`src/hw/rtl/spbc_pkg.sv`:
```
// Shared types and constants of the servo preset button controller.
// Used by spbc_csr, spbc_core and the top level; depends on nothing.
package spbc_pkg;

   localparam int PULSE_OUT_BITS = 12;
   localparam int PERIOD_BITS    = 10;
   localparam int COUNT_BITS     = 8;
   localparam int STEP_BITS      = 8;
   localparam int CSR_ADDR_BITS  = 3;
   localparam int CSR_DATA_BITS  = 12;
   localparam int NUM_PRESETS    = 2;

   // Register indexes on the csr port
   localparam logic [CSR_ADDR_BITS-1:0] CSR_MEM_PERIOD  = 3'd0;
   localparam logic [CSR_ADDR_BITS-1:0] CSR_STEP_PERIOD = 3'd1;
   localparam logic [CSR_ADDR_BITS-1:0] CSR_LONG_PRESS  = 3'd2;
   localparam logic [CSR_ADDR_BITS-1:0] CSR_STEP_SIZE   = 3'd3;
   localparam logic [CSR_ADDR_BITS-1:0] CSR_PULSE_MIN   = 3'd4;
   localparam logic [CSR_ADDR_BITS-1:0] CSR_PULSE_MAX   = 3'd5;

   // Register values after reset
   localparam logic [PERIOD_BITS-1:0]    RST_MEM_PERIOD  = 10'd10;
   localparam logic [PERIOD_BITS-1:0]    RST_STEP_PERIOD = 10'd20;
   localparam logic [COUNT_BITS-1:0]     RST_LONG_PRESS  = 8'd50;
   localparam logic [STEP_BITS-1:0]      RST_STEP_SIZE   = 8'd10;
   localparam logic [PULSE_OUT_BITS-1:0] RST_PULSE_MIN   = 12'd1100;
   localparam logic [PULSE_OUT_BITS-1:0] RST_PULSE_MAX   = 12'd2100;

   localparam logic [COUNT_BITS-1:0] COUNT_MAX = 8'hFF;

   typedef struct packed {
      logic [PERIOD_BITS-1:0]    mem_period;
      logic [PERIOD_BITS-1:0]    step_period;
      logic [COUNT_BITS-1:0]     long_press_count;
      logic [STEP_BITS-1:0]      step_size;
      logic [PULSE_OUT_BITS-1:0] pulse_min;
      logic [PULSE_OUT_BITS-1:0] pulse_max;
   } cfg_type;

   typedef struct packed {
      logic program_mode;
      logic step_up;
      logic step_down;
      logic preset_a_button;
      logic preset_b_button;
   } req_type;

   typedef struct packed {
      logic [PULSE_OUT_BITS-1:0] pulse_width;
      logic                      led_up;
      logic                      led_down;
      logic                      led_saved;
      logic                      led_recalled;
   } rsp_type;

endpackage

```
`src/hw/rtl/servo_preset_button_controller.sv`:
```
// Top level of the servo preset button controller: stream ports, input and
// result registers. Depends on spbc_pkg, spbc_csr and spbc_core.
//
//   channel | dir | handshake                 | payload
//   --------+-----+---------------------------+-----------------------------------
//   req_    | in  | req_tvalid / req_tready   | req_tdata: 5 switch levels, 1 tick
//   rsp_    | out | rsp_tvalid / rsp_tready   | rsp_tdata: pulse width and LEDs
//   csr_    | in  | csr_we                    | csr_addr, csr_wdata: register write
//
// One transaction per cycle sustained while rsp_ is not stalled; each tick's result
// leaves through the input register, then the result register.
// The scheduler and task logic sits between the two registers and updates
// all state in the cycle the held tick moves into the result register.
// A stalled rsp_ side holds the result; the input register still takes one
// more tick, then req_tready drops until the result is taken.
// Synchronous reset clears core state, LED flags and both valid flags.
module servo_preset_button_controller
   import spbc_pkg::*;
#(
   parameter int PULSE_BITS = 12
)
(
   input  logic                     clock,
   input  logic                     reset,
   input  logic                     req_tvalid,
   output logic                     req_tready,
   // [0] program_mode, [1] step_up, [2] step_down,
   // [3] preset_a_button, [4] preset_b_button, [7:5] zero
   input  logic [7:0]               req_tdata,
   output logic                     rsp_tvalid,
   input  logic                     rsp_tready,
   // [11:0] pulse_width, [12] led_up, [13] led_down,
   // [14] led_saved, [15] led_recalled
   output logic [15:0]              rsp_tdata,
   input  logic                     csr_we,
   input  logic [CSR_ADDR_BITS-1:0] csr_addr,
   input  logic [CSR_DATA_BITS-1:0] csr_wdata
);

   cfg_type cfg;
   req_type in_item_ff;
   logic    in_valid_ff, in_valid_in;
   rsp_type out_rsp_ff;
   rsp_type core_rsp;
   logic    out_valid_ff, out_valid_in;
   logic    advance;
   logic    req_take;

   spbc_csr u_csr (
      .clock     (clock),
      .reset     (reset),
      .csr_we    (csr_we),
      .csr_addr  (csr_addr),
      .csr_wdata (csr_wdata),
      .cfg       (cfg)
   );

   spbc_core #(
      .PULSE_BITS (PULSE_BITS)
   ) u_core (
      .clock   (clock),
      .reset   (reset),
      .cfg     (cfg),
      .step_en (advance),
      .item    (in_item_ff),
      .result  (core_rsp)
   );

   // Advance the held tick whenever the result register is free or draining
   assign advance    = in_valid_ff && (!out_valid_ff || rsp_tready);
   assign req_tready = !in_valid_ff || advance;
   assign req_take   = req_tvalid && req_tready;

   always_comb begin
      in_valid_in = in_valid_ff;
      if (req_take) begin
         in_valid_in = 1'b1;
      end else if (advance) begin
         in_valid_in = 1'b0;
      end
      out_valid_in = out_valid_ff;
      if (advance) begin
         out_valid_in = 1'b1;
      end else if (rsp_tready) begin
         out_valid_in = 1'b0;
      end
   end

   always_ff @(posedge clock) begin
      if (reset) begin
         in_valid_ff  <= 1'b0;
         out_valid_ff <= 1'b0;
      end else begin
         in_valid_ff  <= in_valid_in;
         out_valid_ff <= out_valid_in;
      end
   end

   // Payload registers: load on a transaction, hold otherwise
   always_ff @(posedge clock) begin
      if (req_take) begin
         in_item_ff.program_mode    <= req_tdata[0];
         in_item_ff.step_up         <= req_tdata[1];
         in_item_ff.step_down       <= req_tdata[2];
         in_item_ff.preset_a_button <= req_tdata[3];
         in_item_ff.preset_b_button <= req_tdata[4];
      end
      if (advance) begin
         out_rsp_ff <= core_rsp;
      end
   end

   assign rsp_tvalid = out_valid_ff;
   assign rsp_tdata  = {out_rsp_ff.led_recalled, out_rsp_ff.led_saved,
                        out_rsp_ff.led_down, out_rsp_ff.led_up,
                        out_rsp_ff.pulse_width};

   // an accepted transaction always lands in the input register
   a_take_fills: assert property (@(posedge clock) disable iff (reset)
      req_take |=> in_valid_ff)
      else $error("accepted transaction lost");

   // a tick that moves on always produces a result
   a_advance_fills: assert property (@(posedge clock) disable iff (reset)
      advance |=> out_valid_ff)
      else $error("result dropped");

   // a held tick stays held while the result side is blocked
   a_hold_when_blocked: assert property (@(posedge clock) disable iff (reset)
      (in_valid_ff && !advance) |=> (in_valid_ff && $stable(in_item_ff)))
      else $error("held tick lost or altered under stall");

endmodule

```
`src/hw/rtl/spbc_csr.sv`:
```
// Configuration register bank of the servo preset button controller.
// Depends on spbc_pkg.
module spbc_csr
   import spbc_pkg::*;
(
   input  logic                     clock,
   input  logic                     reset,
   input  logic                     csr_we,
   input  logic [CSR_ADDR_BITS-1:0] csr_addr,
   input  logic [CSR_DATA_BITS-1:0] csr_wdata,
   output cfg_type                  cfg
);

   cfg_type cfg_ff;
   cfg_type cfg_in;

   always_comb begin
      cfg_in = cfg_ff;
      if (csr_we) begin
         unique case (csr_addr)
            CSR_MEM_PERIOD:  cfg_in.mem_period       = csr_wdata[PERIOD_BITS-1:0];
            CSR_STEP_PERIOD: cfg_in.step_period      = csr_wdata[PERIOD_BITS-1:0];
            CSR_LONG_PRESS:  cfg_in.long_press_count = csr_wdata[COUNT_BITS-1:0];
            CSR_STEP_SIZE:   cfg_in.step_size        = csr_wdata[STEP_BITS-1:0];
            CSR_PULSE_MIN:   cfg_in.pulse_min        = csr_wdata[PULSE_OUT_BITS-1:0];
            CSR_PULSE_MAX:   cfg_in.pulse_max        = csr_wdata[PULSE_OUT_BITS-1:0];
            default:         cfg_in = cfg_ff;
         endcase
      end
   end

   always_ff @(posedge clock) begin
      if (reset) begin
         cfg_ff.mem_period       <= RST_MEM_PERIOD;
         cfg_ff.step_period      <= RST_STEP_PERIOD;
         cfg_ff.long_press_count <= RST_LONG_PRESS;
         cfg_ff.step_size        <= RST_STEP_SIZE;
         cfg_ff.pulse_min        <= RST_PULSE_MIN;
         cfg_ff.pulse_max        <= RST_PULSE_MAX;
      end else begin
         cfg_ff <= cfg_in;
      end
   end

   assign cfg = cfg_ff;

endmodule

```
`src/hw/rtl/spbc_core.sv`:
```
// Task scheduler, press classifier, clamp and step logic with its state.
// Depends on spbc_pkg; state advances once per transaction (step_en).
module spbc_core
   import spbc_pkg::*;
#(
   parameter int PULSE_BITS = 12
)
(
   input  logic    clock,
   input  logic    reset,
   input  cfg_type cfg,
   input  logic    step_en,
   input  req_type item,
   output rsp_type result
);

   localparam int POS_BITS = (PULSE_BITS > PULSE_OUT_BITS) ? PULSE_BITS : PULSE_OUT_BITS;
   localparam logic [POS_BITS-1:0] POS_MASK =
      POS_BITS'((64'd1 << PULSE_BITS) - 64'd1);

   logic [PERIOD_BITS-1:0]                      mem_cnt_ff, mem_cnt_in;
   logic [PERIOD_BITS-1:0]                      step_cnt_ff, step_cnt_in;
   logic [NUM_PRESETS-1:0][COUNT_BITS-1:0]      press_ff, press_in;
   logic [NUM_PRESETS-1:0][PULSE_BITS-1:0]      preset_ff, preset_in;
   logic [POS_BITS-1:0]                         position_ff, position_in;
   logic [PULSE_OUT_BITS-1:0]                   latch_ff, latch_in;
   logic                                        led_up_ff, led_up_in;
   logic                                        led_down_ff, led_down_in;
   logic                                        led_saved_ff, led_saved_in;
   logic                                        led_recalled_ff, led_recalled_in;
   logic                                        mem_run, step_run;

   assign mem_run  = (mem_cnt_ff == '0);
   assign step_run = (step_cnt_ff == '0);

   always_comb begin
      logic                  pressed;
      logic [COUNT_BITS-1:0] cnt;
      logic [POS_BITS:0]     sum;

      mem_cnt_in      = mem_run ? cfg.mem_period : mem_cnt_ff - 1'b1;
      step_cnt_in     = step_run ? cfg.step_period : step_cnt_ff - 1'b1;
      press_in        = press_ff;
      preset_in       = preset_ff;
      position_in     = position_ff;
      latch_in        = latch_ff;
      led_up_in       = led_up_ff;
      led_down_in     = led_down_ff;
      led_saved_in    = led_saved_ff;
      led_recalled_in = led_recalled_ff;
      pressed         = 1'b0;
      cnt             = '0;
      sum             = '0;

      // Memory task: button A, then button B, then clamp and latch
      if (mem_run) begin
         for (int k = 0; k < NUM_PRESETS; k++) begin
            pressed = (k == 0) ? item.preset_a_button : item.preset_b_button;
            cnt     = press_ff[k];
            if (pressed) begin
               if (cnt < cfg.long_press_count) begin
                  press_in[k] = cnt + 1'b1;
               end else if (cnt == cfg.long_press_count) begin
                  if (cnt != COUNT_MAX) begin
                     press_in[k] = cnt + 1'b1;
                  end
                  if (item.program_mode) begin
                     preset_in[k] = position_in[PULSE_BITS-1:0];
                     led_saved_in = 1'b1;
                  end
               end
            end else begin
               // short press recalls the stored preset
               if (cnt < cfg.long_press_count && cnt != '0) begin
                  position_in     = POS_BITS'(preset_in[k]);
                  led_recalled_in = 1'b1;
               end
               if (cnt != '0) begin
                  led_saved_in = 1'b0;
               end
               press_in[k] = '0;
            end
         end
         // pulse_max first, then pulse_min wins on inverted bounds
         if (position_in > POS_BITS'(cfg.pulse_max)) begin
            position_in = POS_BITS'(cfg.pulse_max);
         end
         if (position_in < POS_BITS'(cfg.pulse_min)) begin
            position_in = POS_BITS'(cfg.pulse_min);
         end
         latch_in = PULSE_OUT_BITS'(position_in & POS_MASK);
      end

      // Step task: up then down, each saturating on its own
      if (step_run && item.program_mode) begin
         if (item.step_up) begin
            sum = {1'b0, position_in} + (POS_BITS+1)'(cfg.step_size);
            if (sum > {1'b0, POS_MASK}) begin
               position_in = POS_MASK;
            end else begin
               position_in = sum[POS_BITS-1:0];
            end
            led_up_in       = 1'b1;
            led_recalled_in = 1'b0;
         end else begin
            led_up_in = 1'b0;
         end
         if (item.step_down) begin
            if (position_in > POS_BITS'(cfg.step_size)) begin
               position_in = position_in - POS_BITS'(cfg.step_size);
            end else begin
               position_in = '0;
            end
            led_down_in     = 1'b1;
            led_recalled_in = 1'b0;
         end else begin
            led_down_in = 1'b0;
         end
      end
   end

   always_ff @(posedge clock) begin
      if (reset) begin
         mem_cnt_ff      <= '0;
         step_cnt_ff     <= '0;
         press_ff        <= '0;
         preset_ff       <= '0;
         position_ff     <= '0;
         latch_ff        <= '0;
         led_up_ff       <= 1'b0;
         led_down_ff     <= 1'b0;
         led_saved_ff    <= 1'b0;
         led_recalled_ff <= 1'b0;
      end else if (step_en) begin
         mem_cnt_ff      <= mem_cnt_in;
         step_cnt_ff     <= step_cnt_in;
         press_ff        <= press_in;
         preset_ff       <= preset_in;
         position_ff     <= position_in;
         latch_ff        <= latch_in;
         led_up_ff       <= led_up_in;
         led_down_ff     <= led_down_in;
         led_saved_ff    <= led_saved_in;
         led_recalled_ff <= led_recalled_in;
      end
   end

   assign result.pulse_width  = latch_in;
   assign result.led_up       = led_up_in;
   assign result.led_down     = led_down_in;
   assign result.led_saved    = led_saved_in;
   assign result.led_recalled = led_recalled_in;

   // any step run in program mode with a step switch set clears the recall indicator
   a_step_clears_recall: assert property (@(posedge clock) disable iff (reset)
      (step_en && step_run && item.program_mode && (item.step_up || item.step_down))
      |=> !led_recalled_ff)
      else $error("recall indicator survived a step");

   // the pulse latch only moves on a memory task run
   a_latch_only_on_mem_run: assert property (@(posedge clock) disable iff (reset)
      (step_en && !mem_run) |=> $stable(latch_ff))
      else $error("pulse latch changed outside the memory task");

   // the memory countdown reloads exactly when it ran
   a_mem_reload: assert property (@(posedge clock) disable iff (reset)
      (step_en && mem_run) |=> (mem_cnt_ff == $past(cfg.mem_period)))
      else $error("memory task countdown not reloaded");

endmodule

```
`config.mk`:
```
export PLATFORM = sky130hd
export DESIGN_NAME = servo_preset_button_controller
export DESIGN_NICKNAME = d
export VERILOG_FILES = /design/src/hw/rtl/spbc_pkg.sv /design/src/hw/rtl/servo_preset_button_controller.sv /design/src/hw/rtl/spbc_csr.sv /design/src/hw/rtl/spbc_core.sv
export SDC_FILE = /design/constraint.sdc
export NUM_CORES = 1
export LEC_CHECK = 0
export BUFFER_PORTS_ARGS = -buffer_cell sky130_fd_sc_hd__buf_4
export CAP_MARGIN = 5
export CELL_PAD_IN_SITES_DETAIL_PLACEMENT = 0
export CELL_PAD_IN_SITES_GLOBAL_PLACEMENT = 1
export CORE_MARGIN = 2
export CORE_UTILIZATION = 35
export CTS_BUF_LIST = sky130_fd_sc_hd__clkbuf_8
export DETAILED_ROUTE_END_ITERATION = 16
export PLACE_DENSITY = 0.64
export REMOVE_ABC_BUFFERS = 1
export SYNTH_ARGS = -nofsm -noshare
export SYNTH_HDL_FRONTEND = slang
export SYNTH_SLANG_ARGS = --single-unit
```
`constraint.sdc`:
```
create_clock -name clock -period 11.9 [get_ports clock]
set_input_delay 0.595 -clock clock [delete_from_list [all_inputs] [get_ports clock]]
set_output_delay 0.595 -clock clock [all_outputs]
set_load 0.02 [all_outputs]
```
## Word level (Yosys, flattened, before mapping)

Cells that the tools add are included.

| word-level totals | value |
|---|---|
| flip-flop bits (word level) | 171 |
| input port bits | 28 |
| output and inout port bits | 18 |
| logic and storage cells | 136 |

| cells by class | value |
|---|---|
| add/sub/neg operators | 6 |
| magnitude comparators | 6 |
| eq/ne operators | 13 |
| muxes and demuxes | 53 |
| bitwise logic cells | 2 |
| reduce and logical (&&, ||, !) cells | 26 |

Operators by type and width:

| kind | count |
|---|---|
| $mux W12 | 16 |
| $mux W8 | 8 |
| $mux W1 | 27 |
| $logic_not A10 Y1 | 2 |
| $mux W10 | 2 |
| $sub A10 B1 Y10 const B | 2 |
| $add A8 B1 Y8 const B | 2 |
| $eq A8 B8 Y1 | 2 |
| $lt A8 B8 Y1 | 2 |
| $ne A8 B8 Y1 const B | 2 |
| $reduce_bool A8 Y1 | 2 |
| $add A12 B8 Y13 | 1 |
| $gt A13 B12 Y1 const B | 1 |
| $gt A12 B12 Y1 | 1 |
| $gt A12 B8 Y1 | 1 |
| $lt A12 B12 Y1 | 1 |
| $ne A3 B1 Y1 const B | 4 |
| $reduce_and A2 Y1 | 6 |
| $reduce_and A6 Y1 | 2 |
| $sub A12 B8 Y12 | 1 |
| $reduce_and A4 Y1 | 2 |
| $eq A3 B2 Y1 const B | 2 |
| $eq A3 B3 Y1 const B | 2 |
| $logic_and A1 B1 Y1 | 5 |
| other kinds (6) | 10 |

## Depth between registers and ports, before layout

| logic depth | value |
|---|---|
| depth after elaboration | 22 |
| gate-level depth with buffers | 51 |
| gate-level depth less buffers | 48 |

## Hierarchy

A second synthesis with hierarchy kept.

| unflattened totals | value |
|---|---|
| cells, all modules | 1,213 |
| area total of the unflattened synthesis | 10,362.4 um^2 |

Modules (own cells, without submodules):

| module | instances | cells each | area an instance (um^2) | seq. area each (um^2) |
|---|---|---|---|---|
| spbc_core | 1 | 950 | 7,171.9 | 1,761.7 |
| spbc_csr | 1 | 232 | 2,456.1 | 1,201.2 |
| servo_preset_button_controller | 1 | 31 | 734.5 | 670.6 |

## Worst setup path before layout

OpenSTA, ideal clock, no wires.

| path | value |
|---|---|
| kind | register -> register |
| start | reg u_csr.cfg_ff (netlist bit u_csr.cfg[33]) |
| end | reg u_core.position_ff[9] |
| setup time | 0.122 ns |
| data arrival time | 9.549 ns |
| data required time | 11.778 ns |
| slack | 2.229 ns |
| stages on the path, launching flop included | 49 |
| buffers on the path | 1 |
| period minus slack after synthesis | 9.671 ns |
| cell sequence | dfxtp_1 inv_1 ha_1 nor2b_1 o211ai_1 a21oi_1 nor2_1 mux2i_1 a21oi_1 ha_1 nand2_1 o21bai_1 a211o_1 a31oi_4 buf_2 mux2_2 ha_1 nand4_1 [13 not listed] a21oi_1 inv_1 o31ai_4 o22a_1 ha_1 nor2b_1 o21ai_0 nand2b_1 a21o_1 a21o_1 a21o_1 a21o_1 a21oi_1 and2_1 a21oi_1 a2111oi_0 a21o_1 o31ai_1 |

| between the ends | value |
|---|---|
| cells in the longest elaborated chain, start to end | 22 |
| elaborated cells between the ends (all ways) | 25 |
| classes of those cells | 2 x add/sub; 6 x order compare; 15 x mux; 2 x reduce/logical |

Ends and longest elaborated chain:

| element | line | source |
|---|---|---|
| start, declared | spbc_csr.sv:14 | `cfg_type cfg_ff;` |
| start signal, assigned | spbc_csr.sv:41 | `cfg_ff <= cfg_in;` |
| $lt A8 B8 Y1 | spbc_core.sv:74 | `if (cnt < cfg.long_press_count && cnt != '0) begin` |
| $logic_and A1 B1 Y1 | spbc_core.sv:74 |  |
| $mux W12 | spbc_core.sv:74 |  |
| $mux W12 | spbc_core.sv:60 | `if (pressed) begin` |
| $mux W12 | spbc_core.sv:74 |  |
| $mux W12 (*) | spbc_core.sv:60 |  |
| $mux W12 (*) | spbc_core.sv:56 | `if (mem_run) begin` |
| $gt A12 B12 Y1 | spbc_core.sv:85 | `if (position_in > POS_BITS'(cfg.pulse_max)) begin` |
| [6 not listed] | n/a |  |
| $gt A13 B12 Y1 | spbc_core.sv:98 | `if (sum > {1'b0, POS_MASK}) begin` |
| $mux W12 | spbc_core.sv:98 |  |
| $mux W12 | spbc_core.sv:96 | `if (item.step_up) begin` |
| $mux W12 | spbc_core.sv:95 | `if (step_run && item.program_mode) begin` |
| $sub A12 B8 Y12 / $gt A12 B8 Y1 (equally long branches) | spbc_core.sv:110, spbc_core.sv:109 |  |
| $mux W12 | spbc_core.sv:109 | `if (position_in > POS_BITS'(cfg.step_size)) begin` |
| $mux W12 | spbc_core.sv:108 | `if (item.step_down) begin` |
| $mux W12 (*) | spbc_core.sv:95 |  |
| end signal, assigned | spbc_core.sv:139 | `position_ff <= position_in;` |
| end, declared | spbc_core.sv:25 | `logic [POS_BITS-1:0] position_ff, position_in;` |

Mark *: on every way between the ends. The rest lies on a longest branch, timed or not. The select of a mux whose other input is x is not followed.
A chain may end at the register's enable or synchronous reset.

## Worst setup path after layout

| path | value |
|---|---|
| start | reg u_core.press_ff[0] in the netlist's numbering |
| end | reg u_core.position_ff[9] |

| between the ends | value |
|---|---|
| cells in the longest elaborated chain, start to end | 22 |
| elaborated cells between the ends (all ways) | 24 |
| classes of those cells | 2 x add/sub; 5 x order compare; 15 x mux; 2 x reduce/logical |

Ends and longest elaborated chain:

| element | line | source |
|---|---|---|
| start, declared | spbc_core.sv:23 | `logic [NUM_PRESETS-1:0][COUNT_BITS-1:0] press_ff, press_in;` |
| start signal, assigned | spbc_core.sv:137 | `press_ff <= press_in;` |
| $lt A8 B8 Y1 / $reduce_bool A8 Y1 (equally long branches) | spbc_core.sv:74 |  |
| $logic_and A1 B1 Y1 (*) | spbc_core.sv:74 |  |
| $mux W12 (*) | spbc_core.sv:74 |  |
| $mux W12 (*) | spbc_core.sv:60 |  |
| $mux W12 | spbc_core.sv:74 |  |
| $mux W12 (*) | spbc_core.sv:60 |  |
| $mux W12 (*) | spbc_core.sv:56 |  |
| $gt A12 B12 Y1 | spbc_core.sv:85 |  |
| [6 not listed] | n/a |  |
| $gt A13 B12 Y1 | spbc_core.sv:98 |  |
| $mux W12 | spbc_core.sv:98 |  |
| $mux W12 | spbc_core.sv:96 |  |
| $mux W12 | spbc_core.sv:95 |  |
| $sub A12 B8 Y12 / $gt A12 B8 Y1 (equally long branches) | spbc_core.sv:110, spbc_core.sv:109 |  |
| $mux W12 | spbc_core.sv:109 |  |
| $mux W12 | spbc_core.sv:108 |  |
| $mux W12 (*) | spbc_core.sv:95 |  |

Marked as above.

==> impl_metrics.tcl <==
set metrics [dict create \
    required_ps 12270 \
    dieWidth_um 171 \
    grt_pass1_vias 7940 \
    cts_tree "built" \
    grt_usage_pct 19.8 \
    routed_wl_um 27800 \
    hold_class "in -> reg" \
    dpl.hpwl_um 19900 \
    cts_buffers 17 \
    grt-busiest-layer "met2" \
    grt-ovfl-total 0 \
    cp-end-kind "register" \
    setup_viol_count_final 0 \
    pin_count 46 \
    rsz0062_at_grt "no" \
    clock_sinks 171 \
    layout_worst_path_cycle_share_pct 93.4 \
    hold_path_startpoint "req_tdata[1]" \
    slowest_stage "a31oi_4" \
    drc_errors 0 \
    path_common_cell "a21o_1" \
    critPathMaxFanout 19 \
    cpPeakStageDelay_ps 550 \
    antenna_found_initial 0 \
    status "complete, no violations" \
    critPathLaunch "u_core.press_ff[0]$_SDFFE_PP0P_" \
    grt_util_met2_pct 31.5 \
    fp.dieH_um 171 \
    worst_slack_ps 791 \
    synth_top_area_cell "dfxtp_1" \
    dieArea_mm2 0.0293 \
    met3_usage_pct 2.64 \
    grt_max_degree 74 \
    synth_ff_type "dfxtp_1" \
    row_count 61 \
    coreArea_mm2 0.0276 \
    clk_latency_ps 480 \
    skew_ps 20.1 \
    leakagePower_uw 0.00434 \
    reg2reg_from "u_core.press_ff[0]$_SDFFE_PP0P_" \
    ys_ff_latch 171 \
    multi_input_area_mm2 0.00571 \
    io_buffers 42 \
    async_flop_share_pct 0 \
    ys_types 82 \
    synth_edf_count 21 \
    ir_drop_mv 0.0838 \
    power-per-cell-area_mw_per_mm2 162 \
    cts_htree_levels 4 \
    cp.arrival_ps 11480 \
    hold_viol 0 \
    tightestPinTransition_ps 1060 \
    path_class "reg -> reg" \
    synth_top_area_share_pct 30.7 \
    drive_gt1_share_pct 11.7 \
    gr-usage-met1_pct 28.4 \
    synthCells 1177 \
    yosysSeqAreaShare_pct 37.2 \
    max_cap_violations 0 \
    fill_cells 2957 \
    gp_congestion 0.808 \
    slew_headroom_pct 29.1 \
    syn_area_mm2 0.00977 \
    wl_per_cell_um 17.4 \
    fin_setup_tns_ps 0 \
    nets 1296 \
    avgSynthCellArea_um2 8.30 \
    cts_root_buf "clkbuf_8" \
    postCtsSetupBuffers 0 \
    hold_ws_ps 292 \
    fin_crit_ps 11110 \
    synth_area_leaders "dfxtp_1 31%, ha_1 7.8%, nand2_1 7.2%, edfxtp_1 6.5%, a21oi_1 5.2%" \
    ys_warn_count 0 \
    place_ws_ps 861 \
    seqCellArea_mm2 0.00363 \
    grt_pass1_wl_um 44500 \
    diodes 0 \
    cts.clk_slew.worst_paths_ps 100 \
    clockBufferDepth 2 \
    start_util_pct 35.3 \
    final_max_slew_viol_count 0 \
    syn2layout_area_growth_pct 11.4 \
    cp-start-kind "register" \
    dr.pass1.iters 5 \
    first_iter_violations 539 \
    final_cell_mix "187 x nand2_1, 150 x dfxtp_1, 126 x nor2_1" \
    final_common_cell "nand2_1" \
    vias 8347 \
    vias_per_cell 5.23 \
    ant_nets 0 \
    fmax_mhz 90.0 \
]
[logic make-up after synthesis]
| logic type | share of synthesized area (%) |
|---|---|
| AO/OA/AOI/OAI | 21.0 |
| AND/OR/NAND/NOR | 22.4 |
| multiplexers | 4.64 |
| adder cells (fa/ha/maj) | 8.23 |
| flip-flops | 37.2 |
| buffers and inverters | 4.36 |
| XOR/XNOR | 2.24 |
[report_power, final]
| part | total, uW | internal [uW] | switching, uW |
|---|---|---|---|
| Combinational | 693 | 273 | 421 |
| Clock | 414 | 157 | 258 |
| Sequential | 651 | 622 | 28.8 |
[cell type report]
cell class | count | share of cell area (%)
Multi-Input combinational cell | 898 | 52.5
Clock inverter | 15 | 1.44
Sequential cell | 171 | 33.4
Tap cell | 378 | 4.35
Clock buffer | 17 | 2.15
Inverter | 57 | 1.97
Timing Repair Buffer | 60 | 4.14
[state kept, by name, summed over array words and instances, names as in the netlist]
name and cells:
u_core.led_up_ff 1, u_core.mem_cnt_ff 10, u_csr.cfg 60, u_core.preset_ff 24, in_valid_ff 1, rsp_tdata 16
u_core.led_recalled_ff 1, u_core.position_ff 12, u_core.led_down_ff 1, u_core.press_ff 16, rsp_tvalid 1, u_core.step_cnt_ff 10
in_item_ff 5, u_core.latch_ff 12, u_core.led_saved_ff 1
[what timing repair did]
action | 4_1_cts | 5_1_grt
setup endpoints to repair | 0 | 1
gates resized for setup | 0 | 1
hold buffers | 0 | 0
[metal layers]
| layer | share of wire [%] | wire length [um] |
|---|---|---|
| met5 | 0 | 0 |
| met3 | 2.5 | 707 |
| met4 | 1.1 | 303 |
| met2 | 45 | 12600 |
| met1 | 51 | 14200 |
[path summary, 6_finish.rpt]
path                                              to  slack [ps]  cells past startpoint
hold / removal               in_item_ff[3]$_DFFE_PP_         290                      1
setup / recovery  u_core.position_ff[9]$_SDFFE_PP0P_         790                     48
setup reg to reg  u_core.position_ff[9]$_SDFFE_PP0P_         790                     48
hold reg to reg      u_core.latch_ff[9]$_SDFFE_PP0P_         460                      2
[synth_stat cells (all sizes together), types with 4 or more instances]
cell / count
nand2: 187
dfxtp: 150
nor2: 126
a21oi: 104
ha: 61
inv: 57
o21ai: 42
clkbuf: 40
mux2i: 29
a21o: 28
nand3: 28
nor3: 26
edfxtp: 21
nand3b: 18
nand2b: 17
xor2: 16
a211oi: 15
nand4: 14
mux2: 13
a311oi: 12
nor2b: 12
or3: 12
a31oi: 11
buf: 11
o211ai: 9
o21a: 9
xnor2: 9
a221oi: 7
a22oi: 7
and2: 7
and3: 7
o22a: 7
or2: 7
o21bai: 6
o221ai: 6
o22ai: 5
o31ai: 5
a211o: 4
nor4: 4
o41ai: 4
or4: 4
[critical path: cells and delay by family (launching register included)]
family,cells,cell delay (ps)
fa+ha+maj,6,1780
mux,2,840
simple gates,10,1770
flops,1,380
buf+inv,4,600
compound gates,26,5610
[metrics by stage]
stage	util [%]	instance area, um2	std cells	power, uW
after floorplan	-	9550	1126	1140
after detailed placement	37.9	10500	1564	1350
after global placement	37.9	10500	1564	1350
after CTS	39.4	10900	1596	1780
final	39.4	10900	1596	1760
after global routing	39.4	10900	1596	1880
Power figures use the tool's default switching activity.
